--- src/hdl/pcf_pkg.sv ---
// shared types, constants and helpers for the pairwise charge force block
package pcf_pkg;

  localparam int PARTICLE_COUNT_DEF = 1024;
  localparam int FRACTION_BITS_DEF  = 16;
  localparam logic [31:0] GAIN_RESET = 32'd6554;

  localparam int IDX_W   = 10;
  localparam int POS_W   = 32;
  localparam int CHG_W   = 16;
  localparam int LANES   = 3;
  localparam int UNIT_BITS = 30;
  localparam int DEN_W   = 33;
  localparam logic [32:0] MAG_CAP = 33'h1_FFFF_FFFF;

  typedef struct packed {
    logic start;
    logic sqrt_mode;
  } iter_cmd_t;

  typedef struct packed {
    logic busy;
    logic done;
  } iter_stat_t;

  function automatic logic [31:0] sat33(input logic signed [32:0] v);
    logic [31:0] r;
    if (v > 33'sd2147483647)       r = 32'h7FFF_FFFF;
    else if (v < -33'sd2147483648) r = 32'h8000_0000;
    else                           r = v[31:0];
    return r;
  endfunction

endpackage

--- src/hdl/pcf_iter.sv ---
// shared restoring divide / square root unit, one bit or one bit pair a cycle
module pcf_iter #(
  parameter int OPW = 78
) (
  input  logic                        clk,
  input  logic                        rst_n,
  input  pcf_pkg::iter_cmd_t          cmd,
  input  logic [OPW-1:0]              num_in,
  input  logic [pcf_pkg::DEN_W-1:0]   den_in,
  output pcf_pkg::iter_stat_t         stat,
  output logic [OPW-1:0]              result
);

  localparam int CW = $clog2(OPW + 1);
  localparam int SQRT_STEPS = 33;

  logic            busy_r, busy_nxt;
  logic            done_r, done_nxt;
  logic            mode_r, mode_nxt;
  logic [CW-1:0]   cnt_r, cnt_nxt;
  logic [OPW-1:0]  num_r, num_nxt;
  logic [OPW-1:0]  quo_r, quo_nxt;
  logic [35:0]     rem_r, rem_nxt;
  logic [pcf_pkg::DEN_W-1:0] den_r, den_nxt;

  logic [35:0] opa, opb;
  logic [36:0] diff;
  logic        ge;
  logic        last;

  // one compare-subtract serves both operations
  always_comb begin
    if (mode_r) begin
      opa = {rem_r[33:0], num_r[OPW-1:OPW-2]};
      opb = {1'b0, quo_r[32:0], 2'b01};
    end else begin
      opa = {2'b00, rem_r[32:0], num_r[OPW-1]};
      opb = {3'b000, den_r};
    end
    diff = {1'b0, opa} - {1'b0, opb};
    ge   = ~diff[36];
    last = mode_r ? (cnt_r == CW'(SQRT_STEPS - 1)) : (cnt_r == CW'(OPW - 1));
  end

  always_comb begin
    busy_nxt = busy_r;
    done_nxt = 1'b0;
    mode_nxt = mode_r;
    cnt_nxt  = cnt_r;
    num_nxt  = num_r;
    quo_nxt  = quo_r;
    rem_nxt  = rem_r;
    den_nxt  = den_r;
    if (cmd.start && !busy_r) begin
      busy_nxt = 1'b1;
      mode_nxt = cmd.sqrt_mode;
      cnt_nxt  = '0;
      num_nxt  = num_in;
      quo_nxt  = '0;
      rem_nxt  = '0;
      den_nxt  = den_in;
    end else if (busy_r) begin
      rem_nxt = ge ? diff[35:0] : opa;
      quo_nxt = {quo_r[OPW-2:0], ge};
      num_nxt = mode_r ? {num_r[OPW-3:0], 2'b00} : {num_r[OPW-2:0], 1'b0};
      cnt_nxt = cnt_r + CW'(1);
      if (last) begin
        busy_nxt = 1'b0;
        done_nxt = 1'b1;
      end
    end
  end

  always_ff @(posedge clk) begin
    if (!rst_n) begin
      busy_r <= 1'b0;
      done_r <= 1'b0;
      mode_r <= 1'b0;
      cnt_r  <= '0;
    end else begin
      busy_r <= busy_nxt;
      done_r <= done_nxt;
      mode_r <= mode_nxt;
      cnt_r  <= cnt_nxt;
    end
  end

  always_ff @(posedge clk) begin
    num_r <= num_nxt;
    quo_r <= quo_nxt;
    rem_r <= rem_nxt;
    den_r <= den_nxt;
  end

  assign stat.busy = busy_r;
  assign stat.done = done_r;
  assign result    = quo_r;

endmodule

--- config.mk ---
export PLATFORM = sky130hd
export DESIGN_NAME = pcf_iter
export DESIGN_NICKNAME = d
export VERILOG_FILES = /design/src/hdl/pcf_pkg.sv /design/src/hdl/pcf_iter.sv
export SDC_FILE = /design/constraint.sdc
export NUM_CORES = 1
export LEC_CHECK = 0
export BUFFER_PORTS_ARGS = -buffer_cell sky130_fd_sc_hd__buf_2
export CORE_ASPECT_RATIO = 0.5
export CORE_MARGIN = 3
export CORE_UTILIZATION = 55
export CTS_CLUSTER_DIAMETER = 200
export DETAILED_ROUTE_END_ITERATION = 10
export MAX_ROUTING_LAYER = met4
export PLACE_DENSITY_LB_ADDON = 0.12
export SYNTH_ARGS = -nofsm -noshare
export SYNTH_HDL_FRONTEND = slang
export SYNTH_SLANG_ARGS = --single-unit
--- constraint.sdc ---
create_clock -name clk -period 5.4 [get_ports clk]
set_input_delay 0.81 -clock clk [delete_from_list [all_inputs] [get_ports clk]]
set_output_delay 0.81 -clock clk [all_outputs]
set_load 0.03 [all_outputs]
### Word level (Yosys, flattened, before mapping)

Cells that the tools add are included.

| storage, ports and cells | value |
|---|---|
| output and inout port bits | 80 |
| register bits | 233 |
| bits of input ports | 115 |
| logic and storage cells | 31 |

| cells by class | value |
|---|---|
| multiplexer cells | 11 |
| $add $sub $neg | 2 |
| equal/unequal tests | 2 |
| bitwise operators | 3 |
| reductions and logical operators | 5 |

Operators by type and width:

| kind | count |
|---|---|
| 78-bit 2-to-1 mux | 3 |
| 36-bit by 35-bit subtractor with 37-bit output | 1 |
| 36-bit 2-to-1 mux | 1 |
| 35-bit 2-to-1 mux | 1 |
| 34-bit 2-to-1 mux | 1 |
| 7-bit by 1-bit adder with 7-bit output, second input constant | 1 |
| 7-bit by 6-bit equality test with 1-bit output, second input constant | 1 |
| 7-bit equality test, second input constant | 1 |
| 1-bit 2-to-1 mux | 5 |
| 1-bit NOT | 3 |
| 3-bit OR reduction | 1 |
| 2-bit nonzero test | 1 |
| 2-bit OR reduction | 1 |
| 1-bit logical AND | 1 |
| 1-bit logical NOT | 1 |

### Depth between registers and ports, before layout

Gate-level depths: netlist of the first run.

| depth | value |
|---|---|
| word-level depth | 5 |
| depth in mapped cells | 21 |

### Least setup slack after synthesis of the first run

Ideal clock, no wire load.

| timing path | value |
|---|---|
| kind | register to register |
| start point | register mode_r |
| end point | register rem_r[13] |
| stages on the path, launching flop included | 20 |
| data required time | 5.283 ns |
| arrival time | 4.328 ns |
| buffers on the path | 5 |
| clock period less this slack | 4.445 ns |
| slack | 0.955 ns |
| path through | dfxtp_1 clkbuf_1 clkbuf_1 clkbuf_1 clkbuf_1 or2_2 ha_1 inv_1 fa_1 a211oi_1 nor4_2 o21ai_1 nand3_1 and3_4 a41oi_4 nor3b_2 o21a_1 buf_6 mux2_1 a22o_1 |

| on the way | value |
|---|---|
| longest elaborated chain between the ends | 3 |

RTL lines:

| item | RTL line | RTL |
|---|---|---|
| from (decl) | pcf_iter.sv:19 | `logic mode_r, mode_nxt;` |
| from (signal assigned) | pcf_iter.sv:83 | `mode_r <= mode_nxt;` |
| 36-bit 2-to-1 mux / 35-bit 2-to-1 mux (equally long branches) | pcf_iter.sv:33 | `if (mode_r) begin` |
| 36-bit by 35-bit subtractor with 37-bit output | pcf_iter.sv:40 | `diff = {1'b0, opa} - {1'b0, opb};` |
| 34-bit 2-to-1 mux (*) | pcf_iter.sv:63 | `rem_nxt = ge ? diff[35:0] : opa;` |
| to (signal assigned) | pcf_iter.sv:91 | `rem_r <= rem_nxt;` |
| to (decl) | pcf_iter.sv:23 | `logic [35:0] rem_r, rem_nxt;` |

Mark *: on every way between the ends. The rest lies on a longest branch, timed or not.
A chain may end at the register's enable or synchronous reset.

### Final worst setup path of the first run

| timing path | value |
|---|---|
| start point | register mode_r |
| end point | register rem_r[7] |

Same word-level chain as after synthesis.

==> results of run 1 <==
worst min path at each step:
stage | cells after the start | to | slack (ps)
after CTS | 1 | den_r[25]$_DFFE_PP_ | 450
final | 2 | rem_r[15]$_SDFFE_PP0P_ | 460
after global routing | 1 | den_r[9]$_DFFE_PP_ | 450
after floorplan | 2 | rem_r[15]$_SDFFE_PP0P_ | 430
after detailed placement | 2 | rem_r[15]$_SDFFE_PP0P_ | 450
after global placement | 2 | rem_r[15]$_SDFFE_PP0P_ | 450
Yosys cell counts (10+ instances only):
master	n	area [µm²]
a21oi_1	39	195
a31oi_1	10	62.6
clkbuf_1	62	233
dfxtp_1	122	2440
edfxtp_1	111	3330
ha_1	36	450
inv_1	12	45.0
mux2_2	34	383
mux2i_1	126	1260
nand2_1	285	1070
nand3_1	10	50.1
nor2_1	27	101
o21ai_0	181	906
o21ai_1	27	135
xnor2_1	19	166
xor2_1	12	105
per-stage QoR:
stage               hold slack (ps)  power (mW)  utilization [%]  cells
floorplan                       434        3.76                -   1230
global route                    446        6.06             65.8   1680
CTS                             449        5.72             65.7   1672
detailed placement              453        4.17             62.3   1632
finish                          462        5.71             65.8   1680
global placement                453        4.13             62.3   1632
sequential cells by signal, summed over array words and instances (netlist names):
register	count
busy_r	1
cnt_r	7
den_r	33
done_r	1
mode_r	1
num_r	78
rem_r	34
result	78
cells by family after synthesis:
| family | count (synthesis) | share of synthesized area [%] |
|---|---|---|
| XOR/XNOR | 31 | 2.29 |
| AND/OR/NAND/NOR | 367 | 13.0 |
| buffers and inverters | 93 | 3.28 |
| flip-flops | 233 | 48.8 |
| adder cells (fa/ha/maj) | 37 | 3.97 |
| multiplexers | 163 | 14.2 |
| AO/OA/AOI/OAI | 306 | 14.5 |
per-layer routing:
layer	up-vias	GRT usage (%)	share of wire, %
met3	43	5.87	7.1
met4	0	5.28	1.9
met2	264	37.3	45
met1	4463	32.4	46
li1	4727	-	-
met5	-	-	0
where the power goes:
group | switching [mW] | internal, mW | leakage [nW] | total (mW)
Clock | 0.678 | 0.864 | 0.369 | 1.54
Combinational | 1.07 | 0.837 | 2.91 | 1.91
Sequential | 0.159 | 2.10 | 2.11 | 2.26
final cells by class:
class                           count  area, µm²  area share, %
Timing Repair Buffer              209       1110           8.08
Sequential cell                   233       5780           42.2
Inverter                           13       50.0          0.365
Clock inverter                     10       57.6          0.420
Clock buffer                       30        662           4.83
Antenna cell                        8       20.0          0.146
Tap cell                          273        342           2.49
Multi-Input combinational cell    904       5690           41.5
placed cells by master, fill, tap and decap left out, types with 3 or more instances in the layout:
cell type and n:
o21ai_1 28, a32oi_1 8, buf_2 194, a211oi_1 3, mux2i_1 126, dfxtp_1 120
o21a_1 8, xor2_1 12, a21o_1 4, clkbuf_8 6, o21ai_0 180, buf_4 13
inv_4 3, ha_1 36, clkbuf_16 23, a22o_1 3, nor2_1 25, xnor2_1 19
o31ai_1 3, a21oi_1 39, clkinv_2 7, o211ai_1 3, o31a_1 3, diode_2 8
nor3_1 6, mux2_1 3, edfxtp_1 111, or3_1 3, mux2_2 34, and3_1 5
inv_1 11, nand2b_1 7, nand3_1 10, nand2_1 285, nor2b_1 3, a31oi_1 10
nand4_1 4
critical path, cell delays in order (launching register included):
cell,delay (ps)
dfxtp_4,760
buf_4,530
mux2_2,410
ha_1,480
nand2_1,80
o21ai_0,230
a21o_1,160
a21oi_1,60
a21oi_1,230
a41oi_4,70
nor3b_2,240
o21a_1,200
buf_4,290
mux2_1,370
a22o_1,180
==> results.json, run 1 <==
{
  "first_pass_iters": 5,
  "nFillCells": 1726,
  "worst-setup-path-type": "reg2reg",
  "syn_inst": 1230,
  "syn_avg_cell_area_um2": 9.63,
  "grt_pass1_vias": 8783,
  "place_ws_ps": 1030,
  "clk_latency_ps": 520,
  "reg2reg_slack_ps": 980,
  "ir_drop_uv": 243,
  "pwr_density_cell_nw_per_um2": 416,
  "hold_start": "rem_r[15]$_SDFFE_PP0P_",
  "worstSetupStartpointType": "flip-flop",
  "timing.final.crit_period_ps": 4420,
  "gp_congestion": 0.960,
  "antenna_found_initial": 8,
  "post_dp_cell_area_um2": 13000,
  "drt.antenna.violating_nets": 0,
  "setup_tns_ps": 0,
  "die_w_um": 214,
  "max-cap-violations": 0,
  "track_usage_pct": 24.1,
  "hold_buffers": 0,
  "setup_ws_ps": 975,
  "ys_ff_latch": 233,
  "rsz0062_at_grt": "no",
  "fin_skew_ps": 12.2,
  "vias": 9497,
  "finalCritPeriodShare_pct": 81.9,
  "viasPerCell": 5.65,
  "dieArea_um2": 23400,
  "start_util_pct": 56.8,
  "rows": 37,
  "setup-violations-final": 0,
  "cp_data_arrival_time_ps": 4830,
  "startpoint": "mode_r$_SDFFE_PN0P_",
  "drt-total-wl_um": 28300,
  "ys.warnings.count": 0,
  "root_buffer": "clkbuf_16",
  "p_leak_nw": 5.38,
  "synthArstFlopShare_pct": 0,
  "r2r_cells": 14,
  "synth_edf_count": 111,
  "clock.fmax_ghz": 0.226,
  "yosysUniqueCellTypes": 62,
  "syn-num-nets": 1382,
  "portBuffers": 194,
  "synthToLayoutAreaGrowth_pct": 15.8,
  "final_area_um2": 13700,
  "cts_made_buffers": 22,
  "grt_pass1_wl_um": 44600,
  "crit_path_end": "rem_r[7]$_SDFFE_PP0P_",
  "cts_tree": "built",
  "ctsResizeCount": 0,
  "seq_area_frac_synth_pct": 48.8,
  "drc": 0,
  "final_hold_viol_count": 0,
  "worst_slew_pin_slew_ps": 1120,
  "path_clk_slew_ps": 70,
  "grt_max_degree": 79,
  "wl_per_cell_um": 16.8,
  "cts_buffer_depth": 3,
  "clock_tree.htree_level_count": 1,
  "ys.flop_type": "dfxtp_1",
  "synth_area_um2": 11800,
  "slew_violations": 0,
  "grt.overflow.total": 0,
  "worstPathRequired_ps": 5800,
  "drt_iter0_drc": 736,
  "drive_above_1_share_pct": 21.3,
  "worstSetupEndpointType": "flip-flop",
  "core_area_um2": 20800,
  "critPathMaxFanout": 43,
  "die_h_um": 110,
  "nets": 1535,
  "rr_startpoint": "mode_r$_SDFFE_PN0P_",
  "outcome": "completed",
  "worstReg2RegEnd": "rem_r[7]$_SDFFE_PP0P_",
  "hold_class": "reg2reg",
  "cts_setup_buffers": 0,
  "place_hpwl_um": 19300,
  "pin_count": 195,
  "max_slew_margin_pct": 25.5,
  "cts.sinks": 233
}
(Power assumes the default switching activity.)
==> run 2: changes to the inputs <==
--- a/config.mk
+++ b/config.mk
@@ -8,7 +8,7 @@
 export BUFFER_PORTS_ARGS = -buffer_cell sky130_fd_sc_hd__buf_2
 export CORE_ASPECT_RATIO = 0.5
 export CORE_MARGIN = 3
-export CORE_UTILIZATION = 55
+export CORE_UTILIZATION = 52
 export CTS_CLUSTER_DIAMETER = 200
 export DETAILED_ROUTE_END_ITERATION = 10
 export MAX_ROUTING_LAYER = met4
==> constraint.sdc (replaced) <==
create_clock -name clk -period 3.66 [get_ports clk]
set_input_delay 0.549 -clock clk [delete_from_list [all_inputs] [get_ports clk]]
set_output_delay 0.549 -clock clk [all_outputs]
set_load 0.03 [all_outputs]
==> run 2 against run 1 <==
Net effect:
- worst setup slack got worse by 910 ps
- register-to-register slack worse by 910 ps
- routed wire length is 4.4% higher
- clock power grew 42%
- via count up 1.4%
- first-iteration DRC count fell by 7.3%
- final area grew 6.1%
- largest power group is now combinational cells
==> results.json, run 2 (synthesis gave the netlist of run 1 again) <==
{
  "worstPathRequired_ps": 4060,
  "viasPerCell": 5.46,
  "grt.overflow.total": 0,
  "setup-violations-final": 0,
  "drt.antenna.violating_nets": 0,
  "timing.final.crit_period_ps": 3600,
  "p_int_mw": 6.05,
  "holdPathStages": 1,
  "final_hold_viol_count": 0,
  "grt_pass1_wl_um": 46600,
  "final_cell_mix": "285 x nand2_1, 194 x buf_2, 178 x o21ai_0",
  "path_clk_slew_ps": 70,
  "reg2reg_slack_ps": 60,
  "die_h_um": 113,
  "hold_buffers": 0,
  "outcome": "completed",
  "worstReg2RegEnd": "rem_r[19]$_SDFFE_PP0P_",
  "pin_count": 195,
  "min_to": "den_r[10]$_DFFE_PP_",
  "synthToLayoutAreaGrowth_pct": 22.8,
  "hold_class": "in2reg",
  "track_usage_pct": 23.5,
  "slew_violations": 0,
  "drt-total-wl_um": 29500,
  "finalCritPeriodShare_pct": 98.2,
  "vias": 9634,
  "p_comb_share_pct": 39.6,
  "p_switching_mw": 3.05,
  "start_util_pct": 53.8,
  "multi_input_area_um2": 5980,
  "root_buffer": "clkbuf_16",
  "p_seq_share_pct": 36.3,
  "rr_startpoint": "mode_r$_SDFFE_PN0P_",
  "p_clk_share_pct": 24.1,
  "critPathMaxFanout": 12,
  "cts.sinks": 233,
  "utilization_pct": 66.1,
  "drc": 0,
  "drt_iter0_drc": 682,
  "pwr_density_cell_nw_per_um2": 626,
  "cts_made_buffers": 22,
  "clock.fmax_ghz": 0.278,
  "setup_tns_ps": 0,
  "final_common_cell": "nand2_1",
  "first_pass_iters": 4,
  "core_area_um2": 22000,
  "ir_drop_uv": 385,
  "nFillCells": 1806,
  "worst-setup-path-type": "reg2reg",
  "final_area_um2": 14500,
  "hold_start": "den_in[10]",
  "nets": 1594,
  "grt_max_degree": 131,
  "post_dp_cell_area_um2": 13300,
  "grt_pass1_vias": 9367,
  "cts_tree": "built",
  "max-cap-violations": 0,
  "rows": 38,
  "wl_per_cell_um": 16.7,
  "clock_tree.htree_level_count": 1,
  "fin_total_pwr_mw": 9.10,
  "worstSetupStartpointType": "flip-flop",
  "place_hpwl_um": 20000,
  "die_w_um": 219,
  "dieArea_um2": 24700,
  "cp_data_arrival_time_ps": 4000,
  "antenna_found_initial": 6,
  "clk_latency_ps": 520,
  "fin_skew_ps": 16.7,
  "swShare_pct": 33.6,
  "drive_above_1_share_pct": 26.3,
  "max_slew_margin_pct": 33.5,
  "gp_congestion": 0.919,
  "p_leak_nw": 5.70,
  "ff_latch_area_um2": 5780,
  "worstSetupEndpointType": "flip-flop",
  "r2r_cells": 17,
  "portBuffers": 194,
  "worst_slew_pin_slew_ps": 998,
  "cts_buffer_depth": 3
}
[run 2: per-layer routing]
layer	wire length, µm	vias to the layer above	GRT usage, %
met5	0	-	-
met4	499	0	3.92
met3	1490	46	4.64
met2	13900	212	37.8
met1	13600	4555	31.6
li1	-	4821	-
[run 2: worst max path at each step]
stage	from	end	slack, ps	depth (start not counted)
after detailed placement	mode_r$_SDFFE_PN0P_	rem_r[31]$_SDFFE_PP0P_	-140	15
after global routing	mode_r$_SDFFE_PN0P_	rem_r[13]$_SDFFE_PP0P_	-40	16
after CTS	mode_r$_SDFFE_PN0P_	rem_r[19]$_SDFFE_PP0P_	-9	14
final	mode_r$_SDFFE_PN0P_	rem_r[19]$_SDFFE_PP0P_	60	17
after global placement	mode_r$_SDFFE_PN0P_	rem_r[31]$_SDFFE_PP0P_	-20	15
after floorplan	mode_r$_SDFFE_PN0P_	rem_r[13]$_SDFFE_PP0P_	2	17
[run 2: critical path: stages, from the launching register on]
cell and delay, ps:
dfxtp_4 370, buf_12 130, buf_12 140, or2_2 300
ha_2 200, inv_1 110, fa_2 290, a211oi_4 90
nor4_4 190, o21ai_1 100, nand3_1 130, and3_4 220
a41oi_4 100, nor3b_2 240, o21a_2 230, buf_12 150
mux2_4 300, a22o_1 170
[run 2: area by class of cell]
| type | instances | share of cell area, % |
|---|---|---|
| multi-input cells | 904 | 41.1 |
| flip-flops and latches | 233 | 39.8 |
| repair buffers | 268 | 11.4 |
| clock buffers | 29 | 4.32 |
| well taps | 300 | 2.58 |
| clock inverters | 10 | 0.370 |
| inverters | 13 | 0.344 |
| diodes | 6 | 0.103 |
[run 2: per-stage QoR]
stage / hold slack, ps / std cells / setup slack (ps)
floorplan: 434 / 1230 / 2.37
global placement: 448 / 1699 / -20.3
detailed placement: 454 / 1699 / -138
CTS: 180 / 1742 / -8.90
global route: 181 / 1763 / -42.5
finish: 198 / 1763 / 64.8
[run 2: repair_timing]
item                       in CTS  in global routing
cloned                          0                  1
buffers inserted                4                 14
resized for setup               7                 52
pin swaps                       1                 15
setup endpoints to repair      12                 32
[run 2: power by group through the flow]
stage / sequential [mW] / combinational (mW) / clock, mW
2_1_floorplan: 3.29 / 2.27 / 0
3_3_place_gp: 3.35 / 3.08 / 0
3_5_place_dp: 3.35 / 3.11 / 0
4_1_cts: 3.30 / 3.18 / 2.24
5_1_grt: 3.34 / 3.95 / 2.36
6_report: 3.30 / 3.61 / 2.19
